### src/hw/rtl/atlb_pkg.sv
// Shared types and constants for the associative translation buffer.
package atlb_pkg;

    localparam int ENTRIES     = 16;
    localparam int TIME_BITS   = 32;
    localparam int SLOT_BITS   = $clog2(ENTRIES);
    localparam int TREE        = 1 << SLOT_BITS;
    localparam int LVL_BITS    = $clog2(SLOT_BITS + 1);
    localparam int QDEPTH      = 2;
    localparam int QPTR_BITS   = $clog2(QDEPTH);
    localparam int QCNT_BITS   = $clog2(QDEPTH + 1);
    localparam int PAGE_BITS   = 16;
    localparam int FRAME_BITS  = 16;
    localparam int ATIME_BITS  = 32;
    localparam int RSLOT_BITS  = 4;

    typedef enum logic [1:0] {
        OP_LOOKUP = 2'd0,
        OP_INSERT = 2'd1,
        OP_INVAL  = 2'd2,
        OP_NOP    = 2'd3
    } op_t;

    typedef struct packed {
        logic [1:0]            opcode;
        logic [PAGE_BITS-1:0]  virtual_page;
        logic [FRAME_BITS-1:0] frame_in;
        logic [ATIME_BITS-1:0] access_time;
    } req_t;

    typedef struct packed {
        logic                  hit;
        logic [FRAME_BITS-1:0] frame_out;
        logic [RSLOT_BITS-1:0] entry_slot;
    } rsp_t;

    typedef struct packed {
        op_t                   op;
        logic [PAGE_BITS-1:0]  page;
        logic [FRAME_BITS-1:0] frame;
        logic [TIME_BITS-1:0]  now;
    } cmd_t;

endpackage

### src/hw/rtl/atlb_if.sv
// Request and response channel interfaces.
interface atlb_req_if import atlb_pkg::*; ();
    logic valid;
    logic ready;
    req_t data;

    modport source (output valid, output data, input ready);
    modport sink (input valid, input data, output ready);
endinterface

interface atlb_rsp_if import atlb_pkg::*; ();
    logic valid;
    logic ready;
    rsp_t data;

    modport source (output valid, output data, input ready);
    modport sink (input valid, input data, output ready);
endinterface

### src/hw/rtl/assoc_tlb_rr_lru_unit.sv
// Fully associative translation buffer, top level.
// Fully associative translation buffer of 16 entries with round-robin or LRU
// replacement selected by the one configuration bit (0 round robin, 1 LRU).
// Requests are decoded by the front end into a two-entry command queue, so
// requests keep being accepted, while the queue has room, as the back end
// works or a response waits. The back end handles one command at a time,
// through compare, decide and response states for a lookup, invalidate,
// or an insert that finds a free slot or uses round robin; an LRU insert
// into a full table adds tree and fill states, where the oldest stamp is
// found by a registered pairwise minimum, one level a cycle. The response
// register holds a response until it is taken.
module assoc_tlb_rr_lru_unit import atlb_pkg::*; (
    input  logic       clk,
    input  logic       rst_n,
    input  logic       cfg_we,
    input  logic       cfg_wdata,
    atlb_req_if.sink   req,
    atlb_rsp_if.source rsp
);

    logic full;
    logic push;
    cmd_t push_cmd;
    logic pop;
    logic q_valid;
    cmd_t q_cmd;

    atlb_front u_front (
        .req      (req),
        .full     (full),
        .push     (push),
        .push_cmd (push_cmd)
    );

    atlb_queue u_queue (
        .clk       (clk),
        .rst_n     (rst_n),
        .push      (push),
        .push_cmd  (push_cmd),
        .full      (full),
        .pop       (pop),
        .out_valid (q_valid),
        .out_cmd   (q_cmd)
    );

    atlb_back u_back (
        .clk       (clk),
        .rst_n     (rst_n),
        .cfg_we    (cfg_we),
        .cfg_wdata (cfg_wdata),
        .q_valid   (q_valid),
        .q_cmd     (q_cmd),
        .q_pop     (pop),
        .rsp       (rsp)
    );

endmodule

### src/hw/rtl/atlb_front.sv
// Front end: accept requests, decode them into commands for the queue.
module atlb_front import atlb_pkg::*; (
    atlb_req_if.sink req,
    input  logic     full,
    output logic     push,
    output cmd_t     push_cmd
);

    assign req.ready = !full;
    assign push      = req.valid && !full;

    always_comb
    begin
        push_cmd.op    = op_t'(req.data.opcode);
        push_cmd.page  = req.data.virtual_page;
        push_cmd.frame = (op_t'(req.data.opcode) == OP_INSERT) ? req.data.frame_in : '0;
        push_cmd.now   = TIME_BITS'(req.data.access_time);
    end

endmodule

### src/hw/rtl/atlb_queue.sv
// Short command queue between front and back.
module atlb_queue import atlb_pkg::*; (
    input  logic clk,
    input  logic rst_n,
    input  logic push,
    input  cmd_t push_cmd,
    output logic full,
    input  logic pop,
    output logic out_valid,
    output cmd_t out_cmd
);

    cmd_t                 store_reg [QDEPTH];
    logic [QPTR_BITS-1:0] wr_ptr_reg;
    logic [QPTR_BITS-1:0] rd_ptr_reg;
    logic [QCNT_BITS-1:0] cnt_reg;
    logic [QCNT_BITS-1:0] cnt_next;

    assign full      = (cnt_reg == QCNT_BITS'(QDEPTH));
    assign out_valid = (cnt_reg != '0);
    assign out_cmd   = store_reg[rd_ptr_reg];

    always_comb
    begin
        cnt_next = cnt_reg;
        if (push && !(pop && out_valid))
        begin
            cnt_next = cnt_reg + 1'b1;
        end
        else if (!push && pop && out_valid)
        begin
            cnt_next = cnt_reg - 1'b1;
        end
    end

    always_ff @(posedge clk)
    begin
        if (push)
        begin
            store_reg[wr_ptr_reg] <= push_cmd;
        end
    end

    always_ff @(posedge clk or negedge rst_n)
    begin
        if (!rst_n)
        begin
            wr_ptr_reg <= '0;
            rd_ptr_reg <= '0;
            cnt_reg    <= '0;
        end
        else
        begin
            if (push)
            begin
                wr_ptr_reg <= (wr_ptr_reg == QPTR_BITS'(QDEPTH - 1)) ? '0 : wr_ptr_reg + 1'b1;
            end
            if (pop && out_valid)
            begin
                rd_ptr_reg <= (rd_ptr_reg == QPTR_BITS'(QDEPTH - 1)) ? '0 : rd_ptr_reg + 1'b1;
            end
            cnt_reg <= cnt_next;
        end
    end

`ifndef SYNTHESIS
    a_no_overflow: assert property (@(posedge clk) disable iff (!rst_n)
        push |-> !full)
        else $error("queue push while full");
`endif

endmodule

### src/hw/rtl/atlb_back.sv
// Back end: entry table, match, victim choice, LRU search and response register.
module atlb_back import atlb_pkg::*; (
    input  logic      clk,
    input  logic      rst_n,
    input  logic      cfg_we,
    input  logic      cfg_wdata,
    input  logic      q_valid,
    input  cmd_t      q_cmd,
    output logic      q_pop,
    atlb_rsp_if.source rsp
);

    typedef enum logic [5:0] {
        S_IDLE   = 6'b000001,
        S_CMP    = 6'b000010,
        S_DECIDE = 6'b000100,
        S_TREE   = 6'b001000,
        S_FILL   = 6'b010000,
        S_RESP   = 6'b100000
    } state_t;

    state_t                state_reg;
    state_t                state_next;
    logic                  policy_reg;
    cmd_t                  cmd_reg;
    logic [ENTRIES-1:0]    valid_reg;
    logic [PAGE_BITS-1:0]  page_reg  [ENTRIES];
    logic [FRAME_BITS-1:0] frame_reg [ENTRIES];
    logic [TIME_BITS-1:0]  stamp_reg [ENTRIES];
    logic [SLOT_BITS-1:0]  rr_reg;
    logic [ENTRIES-1:0]    match_reg;
    logic [ENTRIES-1:0]    free_reg;
    logic [TIME_BITS-1:0]  cand_stamp_reg [TREE];
    logic [SLOT_BITS-1:0]  cand_idx_reg   [TREE];
    logic [LVL_BITS-1:0]   lvl_reg;
    rsp_t                  res_reg;
    rsp_t                  res_next;
    logic [SLOT_BITS-1:0]  res_idx_reg;
    logic [SLOT_BITS-1:0]  res_idx_next;
    logic                  out_valid_reg;
    rsp_t                  out_data_reg;

    logic                  hit_any;
    logic                  free_any;
    logic [SLOT_BITS-1:0]  hit_idx;
    logic [SLOT_BITS-1:0]  free_idx;
    logic                  ent_we;
    logic [SLOT_BITS-1:0]  ent_idx;
    logic                  stamp_we;
    logic [SLOT_BITS-1:0]  stamp_idx;
    logic                  inval;
    logic                  rr_adv;
    logic                  out_load;

    function automatic logic [SLOT_BITS-1:0] first_set(input logic [ENTRIES-1:0] v);
        logic [SLOT_BITS-1:0] idx;
        idx = '0;
        for (int i = ENTRIES - 1; i >= 0; i--)
        begin
            if (v[i])
            begin
                idx = SLOT_BITS'(i);
            end
        end
        return idx;
    endfunction

    assign hit_any  = |match_reg;
    assign free_any = |free_reg;
    assign hit_idx  = first_set(match_reg);
    assign free_idx = first_set(free_reg);
    assign out_load = (state_reg == S_RESP) && (!out_valid_reg || rsp.ready);

    assign rsp.valid = out_valid_reg;
    assign rsp.data  = out_data_reg;

    always_comb
    begin
        state_next   = state_reg;
        q_pop        = 1'b0;
        ent_we       = 1'b0;
        ent_idx      = free_idx;
        stamp_we     = 1'b0;
        stamp_idx    = hit_idx;
        inval        = 1'b0;
        rr_adv       = 1'b0;
        res_next     = res_reg;
        res_idx_next = res_idx_reg;
        unique case (state_reg)
            S_IDLE:
            begin
                if (q_valid)
                begin
                    q_pop      = 1'b1;
                    state_next = S_CMP;
                end
            end
            S_CMP:
            begin
                state_next = S_DECIDE;
            end
            S_DECIDE:
            begin
                res_next     = '0;
                res_idx_next = '0;
                state_next   = S_RESP;
                unique case (cmd_reg.op)
                    OP_LOOKUP:
                    begin
                        if (hit_any)
                        begin
                            res_next.hit        = 1'b1;
                            res_next.frame_out  = frame_reg[hit_idx];
                            res_next.entry_slot = RSLOT_BITS'(hit_idx);
                            res_idx_next        = hit_idx;
                            stamp_we            = policy_reg;
                            stamp_idx           = hit_idx;
                        end
                    end
                    OP_INSERT:
                    begin
                        if (free_any || !policy_reg)
                        begin
                            ent_we = 1'b1;
                            if (free_any)
                            begin
                                ent_idx = free_idx;
                            end
                            else
                            begin
                                ent_idx = rr_reg;
                                rr_adv  = 1'b1;
                            end
                            stamp_we            = policy_reg;
                            stamp_idx           = ent_idx;
                            res_next.entry_slot = RSLOT_BITS'(ent_idx);
                            res_idx_next        = ent_idx;
                        end
                        else
                        begin
                            state_next = S_TREE;
                        end
                    end
                    OP_INVAL:
                    begin
                        inval = 1'b1;
                    end
                    OP_NOP:
                    begin
                        inval = 1'b0;
                    end
                    default:
                    begin
                        inval = 1'b0;
                    end
                endcase
            end
            S_TREE:
            begin
                if (lvl_reg == LVL_BITS'(SLOT_BITS - 1))
                begin
                    state_next = S_FILL;
                end
            end
            S_FILL:
            begin
                ent_we              = 1'b1;
                ent_idx             = cand_idx_reg[0];
                stamp_we            = 1'b1;
                stamp_idx           = cand_idx_reg[0];
                res_next.entry_slot = RSLOT_BITS'(cand_idx_reg[0]);
                res_idx_next        = cand_idx_reg[0];
                state_next          = S_RESP;
            end
            S_RESP:
            begin
                if (out_load)
                begin
                    state_next = S_IDLE;
                end
            end
            default:
            begin
                state_next = S_IDLE;
            end
        endcase
    end

    always_ff @(posedge clk or negedge rst_n)
    begin
        if (!rst_n)
        begin
            state_reg     <= S_IDLE;
            policy_reg    <= 1'b0;
            valid_reg     <= '0;
            rr_reg        <= '0;
            lvl_reg       <= '0;
            out_valid_reg <= 1'b0;
            for (int i = 0; i < ENTRIES; i++)
            begin
                stamp_reg[i] <= '0;
            end
        end
        else
        begin
            state_reg <= state_next;
            if (cfg_we)
            begin
                policy_reg <= cfg_wdata;
            end
            if (inval)
            begin
                valid_reg <= valid_reg & ~match_reg;
            end
            else if (ent_we)
            begin
                valid_reg[ent_idx] <= 1'b1;
            end
            if (stamp_we)
            begin
                stamp_reg[stamp_idx] <= cmd_reg.now;
            end
            if (rr_adv)
            begin
                rr_reg <= (rr_reg == SLOT_BITS'(ENTRIES - 1)) ? '0 : rr_reg + 1'b1;
            end
            if (state_reg == S_CMP)
            begin
                lvl_reg <= '0;
            end
            else if (state_reg == S_TREE)
            begin
                lvl_reg <= lvl_reg + 1'b1;
            end
            if (out_load)
            begin
                out_valid_reg <= 1'b1;
            end
            else if (rsp.ready)
            begin
                out_valid_reg <= 1'b0;
            end
        end
    end

    always_ff @(posedge clk)
    begin
        if (q_pop)
        begin
            cmd_reg <= q_cmd;
        end
        if (ent_we)
        begin
            page_reg[ent_idx]  <= cmd_reg.page;
            frame_reg[ent_idx] <= cmd_reg.frame;
        end
        if (state_reg == S_CMP)
        begin
            for (int i = 0; i < ENTRIES; i++)
            begin
                match_reg[i] <= valid_reg[i] && (page_reg[i] == cmd_reg.page);
            end
            free_reg <= ~valid_reg;
            for (int i = 0; i < TREE; i++)
            begin
                cand_idx_reg[i] <= SLOT_BITS'(i);
                if (i < ENTRIES)
                begin
                    cand_stamp_reg[i] <= stamp_reg[i];
                end
                else
                begin
                    cand_stamp_reg[i] <= '1;
                end
            end
        end
        else if (state_reg == S_TREE)
        begin
            for (int k = 0; k < TREE / 2; k++)
            begin
                if (cand_stamp_reg[2*k+1] < cand_stamp_reg[2*k])
                begin
                    cand_stamp_reg[k] <= cand_stamp_reg[2*k+1];
                    cand_idx_reg[k]   <= cand_idx_reg[2*k+1];
                end
                else
                begin
                    cand_stamp_reg[k] <= cand_stamp_reg[2*k];
                    cand_idx_reg[k]   <= cand_idx_reg[2*k];
                end
            end
        end
        res_reg     <= res_next;
        res_idx_reg <= res_idx_next;
        if (out_load)
        begin
            out_data_reg <= res_reg;
        end
    end

`ifndef SYNTHESIS
    a_rr_range: assert property (@(posedge clk) disable iff (!rst_n)
        rr_reg <= SLOT_BITS'(ENTRIES - 1))
        else $error("round robin pointer out of range");

    a_inval_clears: assert property (@(posedge clk) disable iff (!rst_n)
        (state_reg == S_DECIDE && cmd_reg.op == OP_INVAL) |=> ((valid_reg & match_reg) == '0))
        else $error("invalidate left a matching entry valid");

    a_insert_valid: assert property (@(posedge clk) disable iff (!rst_n)
        (state_reg == S_RESP && cmd_reg.op == OP_INSERT) |-> valid_reg[res_idx_reg])
        else $error("inserted slot not valid");
`endif

endmodule
### src/flat_wrapper.sv
// flat-port wrapper written by rule: the top's interface ports become plain ports
module assoc_tlb_rr_lru_unit_flat import atlb_pkg::*;
  (clk, rst_n, cfg_we, cfg_wdata, req_valid, req_data, req_ready, rsp_valid, rsp_data, rsp_ready);
  atlb_req_if req_i ();
  atlb_rsp_if rsp_i ();
  input  logic clk;
  input  logic rst_n;
  input  logic cfg_we;
  input  logic cfg_wdata;
  input wire logic [$bits(req_i.valid)-1:0] req_valid;
  input wire logic [$bits(req_i.data)-1:0] req_data;
  output wire logic [$bits(req_i.ready)-1:0] req_ready;
  output wire logic [$bits(rsp_i.valid)-1:0] rsp_valid;
  output wire logic [$bits(rsp_i.data)-1:0] rsp_data;
  input wire logic [$bits(rsp_i.ready)-1:0] rsp_ready;
  assign req_i.valid = req_valid;
  assign req_i.data = req_data;
  assign req_ready = req_i.ready;
  assign rsp_valid = rsp_i.valid;
  assign rsp_data = rsp_i.data;
  assign rsp_i.ready = rsp_ready;
  assoc_tlb_rr_lru_unit u_core (.clk(clk), .rst_n(rst_n), .cfg_we(cfg_we), .cfg_wdata(cfg_wdata), .req(req_i), .rsp(rsp_i));
endmodule
### config.mk
export PLATFORM = sky130hd
export DESIGN_NAME = assoc_tlb_rr_lru_unit_flat
export DESIGN_NICKNAME = d
export VERILOG_FILES = /design/src/hw/rtl/atlb_pkg.sv /design/src/hw/rtl/atlb_if.sv /design/src/hw/rtl/assoc_tlb_rr_lru_unit.sv /design/src/hw/rtl/atlb_front.sv /design/src/hw/rtl/atlb_queue.sv /design/src/hw/rtl/atlb_back.sv /design/src/flat_wrapper.sv
export SDC_FILE = /design/constraint.sdc
export NUM_CORES = 2
export LEC_CHECK = 0
export BUFFER_PORTS_ARGS = -buffer_cell sky130_fd_sc_hd__buf_2
export CAP_MARGIN = 5
export CORE_MARGIN = 2
export CORE_UTILIZATION = 55
export CTS_CLUSTER_DIAMETER = 30
export DETAILED_ROUTE_END_ITERATION = 8
export GPL_TIMING_DRIVEN = 0
export HOLD_SLACK_MARGIN = 0.03
export MAX_ROUTING_LAYER = met4
export PLACE_DENSITY = 0.74
export SLEW_MARGIN = 40
export SYNTH_ARGS = -nofsm -noshare
export SYNTH_HDL_FRONTEND = slang
export SYNTH_SLANG_ARGS = --single-unit
### constraint.sdc
create_clock -name clk -period 37.1 [get_ports clk]
set_input_delay 7.42 -clock clk [delete_from_list [all_inputs] [get_ports clk]]
set_output_delay 7.42 -clock clk [all_outputs]
set_load 0.05 [all_outputs]
==> impl_metrics.ini <==
[timing]
tns_ns = 0
whs_ns = 0.410
min_period_ns = 9.37
worst_slew_pin_slew_ns = 0.923
fmax_ghz = 0.107
worst_slack_ns = 27.73
final.period_utilization = 0.253
finalHoldViolations = 0
maxSlewViolCount = 0
skew_ns = 0.0666
rsz0062_at_grt = no
maxSlewHeadroom = 0.379
setup-violations-final = 0

[cts]
htree_levels = 5
clkTransAtPathRegs_ns = 0.06
cts-root-buf = clkbuf_16
cts_tree = built
clock_sinks = 1864
clk_latency_ns = 0.94
cts_buffer_depth = 4
ctsResizeCount = 0
cts_setup_buffers = 0
cts_buffers = 356
postCtsHoldBufs = 0

[placed_design]
gp_congestion = 0.917
placed_cell_area_sq_um = 83600
dp_slack_ns = 28.16
io_buffers = 94
dpl.hpwl_um = 134000

[setup_path]
critPathLaunch = u_core.u_queue.cnt_reg[0]
r2r_setup_slack_ns = 32.43
cp_data_arrival_time_ns = 1.95
crit_type = reg -> out
start_kind = flip-flop
r2r_start = u_core.u_back.state_reg[2]
crit_path_max_fanout = 6
required_ns = 29.68
critPathCaptureType = primary output

[route]
dr.first_iter.drc_count = 5210
detail_route.vias_per_cell = 5.89
drtAntennaViolNets = 0
via_count = 47700
post-route-drc-count = 0
drt_pre_antenna_iters = 6
totalWireLength_um = 199000
drt-wirelength-per-cell_um = 24.6

[synthesis]
synth_edf_count = 1317
synthFlopType = edfxtp_1
yosys_warnings = 0
synthTopCellsByCount = edfxtp_1, mux2_2, dfrtp_1
yosys-top-cells-area = edfxtp_1, dfrtp_1, mux2_2, ha_1, mux2i_1
ys_types = 68
synth_nets = 5677
syn_area_per_cell_sq_um = 14.7
syn_area_sq_um = 78900
synth_top_area_cell = edfxtp_1
syn_inst = 5354
async_flop_share = 0.293
synth-seq-cells = 1864
ys_seq_area_frac = 0.675
yosysMostFrequentCell = edfxtp_1
yosysTopAreaCellShare = 0.501

[worst_hold_path]
min_from = u_core.u_back.res_reg[6]
hold_path.class = reg -> reg

[global_route]
grt_antenna_before_repair = 8
grt_max_degree = 79
track_usage = 0.281
grt_overflow = 0
first_global_vias = 49000
grt_first_pass_wirelength_um = 299000

[floorplanning]
io_pins = 95
die_h_um = 383
die_x_um = 383
dieArea_sq_um = 147000
core_sq_um = 142000
start_util = 0.556
fp-row-count = 138

[power_and_ir_drop]
p_leak_nw = 39.7
power_density_nw_per_um2 = 75.1
vdd.ir_drop.worst_v = 0.0000647
power_mw = 7.20

[run]
drv_cap = 0

[layout]
final_nets = 6236
drive_gt1_frac = 0.249
fin_area_sq_um = 95800
syn2layout_area_growth_pct = 21.3

[run_status]
outcome = finished clean
-- stage by stage --
stage	std cells	utilization
after global placement	7338	0.576
after CTS	8076	0.674
after global routing	8085	0.675
final	8090	0.675
after detailed placement	7440	0.589
after floorplan	5354	-
-- where the power goes --
part	switching, mW	internal (mW)
clock	1.07	2.14
combinational	0.752	0.400
sequential	0.241	2.60
-- per-layer routing --
layer / global-route usage / share of wire / up-vias
met5: - / 0 / -
met4: 0.101 / 0.032 / 0
met3: 0.0528 / 0.081 / 421
met2: 0.439 / 0.48 / 2247
met1: 0.372 / 0.41 / 24000
li1: - / - / 21000
-- logic make-up (layout without fill, tap and decap cells) --
| group | after synthesis | in the layout | share of synthesized area |
|---|---|---|---|
| flip-flops | 1864 | 1864 | 0.675 |
| multiplexers | 928 | 928 | 0.128 |
| AND/OR/NAND/NOR | 853 | 853 | 0.0501 |
| AO/OA/AOI/OAI | 667 | 667 | 0.0527 |
| buffers and inverters | 532 | 1369 | 0.0264 |
| XOR/XNOR | 259 | 259 | 0.0287 |
| adder cells (fa/ha/maj) | 251 | 251 | 0.0398 |
| other | 0 | 9 | 0 |
-- critical path, stage by stage (launching register included) --
cell      delay, ns
dfrtp_1        0.45
nand2b_1       0.24
buf_2          0.35
-- cells in the final DEF (no fill, tap or decap), types with 60 or more instances in the layout --
| cell | n |
|---|---|
| nor2_1 | 107 |
| nor4_1 | 60 |
| clkbuf_1 | 170 |
| xor2_1 | 257 |
| ha_1 | 251 |
| nor3_1 | 78 |
| a21oi_1 | 126 |
| a21o_1 | 61 |
| o21ai_0 | 258 |
| clkbuf_16 | 365 |
| edfxtp_1 | 1317 |
| dfrtp_1 | 546 |
| nand2_1 | 404 |
| mux2_2 | 610 |
| mux2i_1 | 305 |
| buf_2 | 158 |
| inv_1 | 277 |
-- area by class of cell --
class	count	area, sq um
antenna	9	22.5
buffer	253	1110
clock buffer	413	9440
clock inverter	223	2590
fill	9316	46200
inverter	279	1050
multi-input combinational	2958	23800
sequential	1864	53200
tap	1890	2360
timing repair buffer	201	2130
-- final timing paths --
check                      depth (start not counted)                                    to
hold / removal                                     0             u_core.u_back.rsp.data[6]
hold reg to reg                                    0             u_core.u_back.rsp.data[6]
setup / recovery                                   2                             req_ready
max in group asynchronous                          4          u_core.u_back.stamp_reg[123]
setup reg to reg                                  14  u_core.u_back.cand_stamp_reg[1][141]
min in group asynchronous                          1          u_core.u_back.stamp_reg[230]
Note: power is estimated with default switching activity, not from simulation.
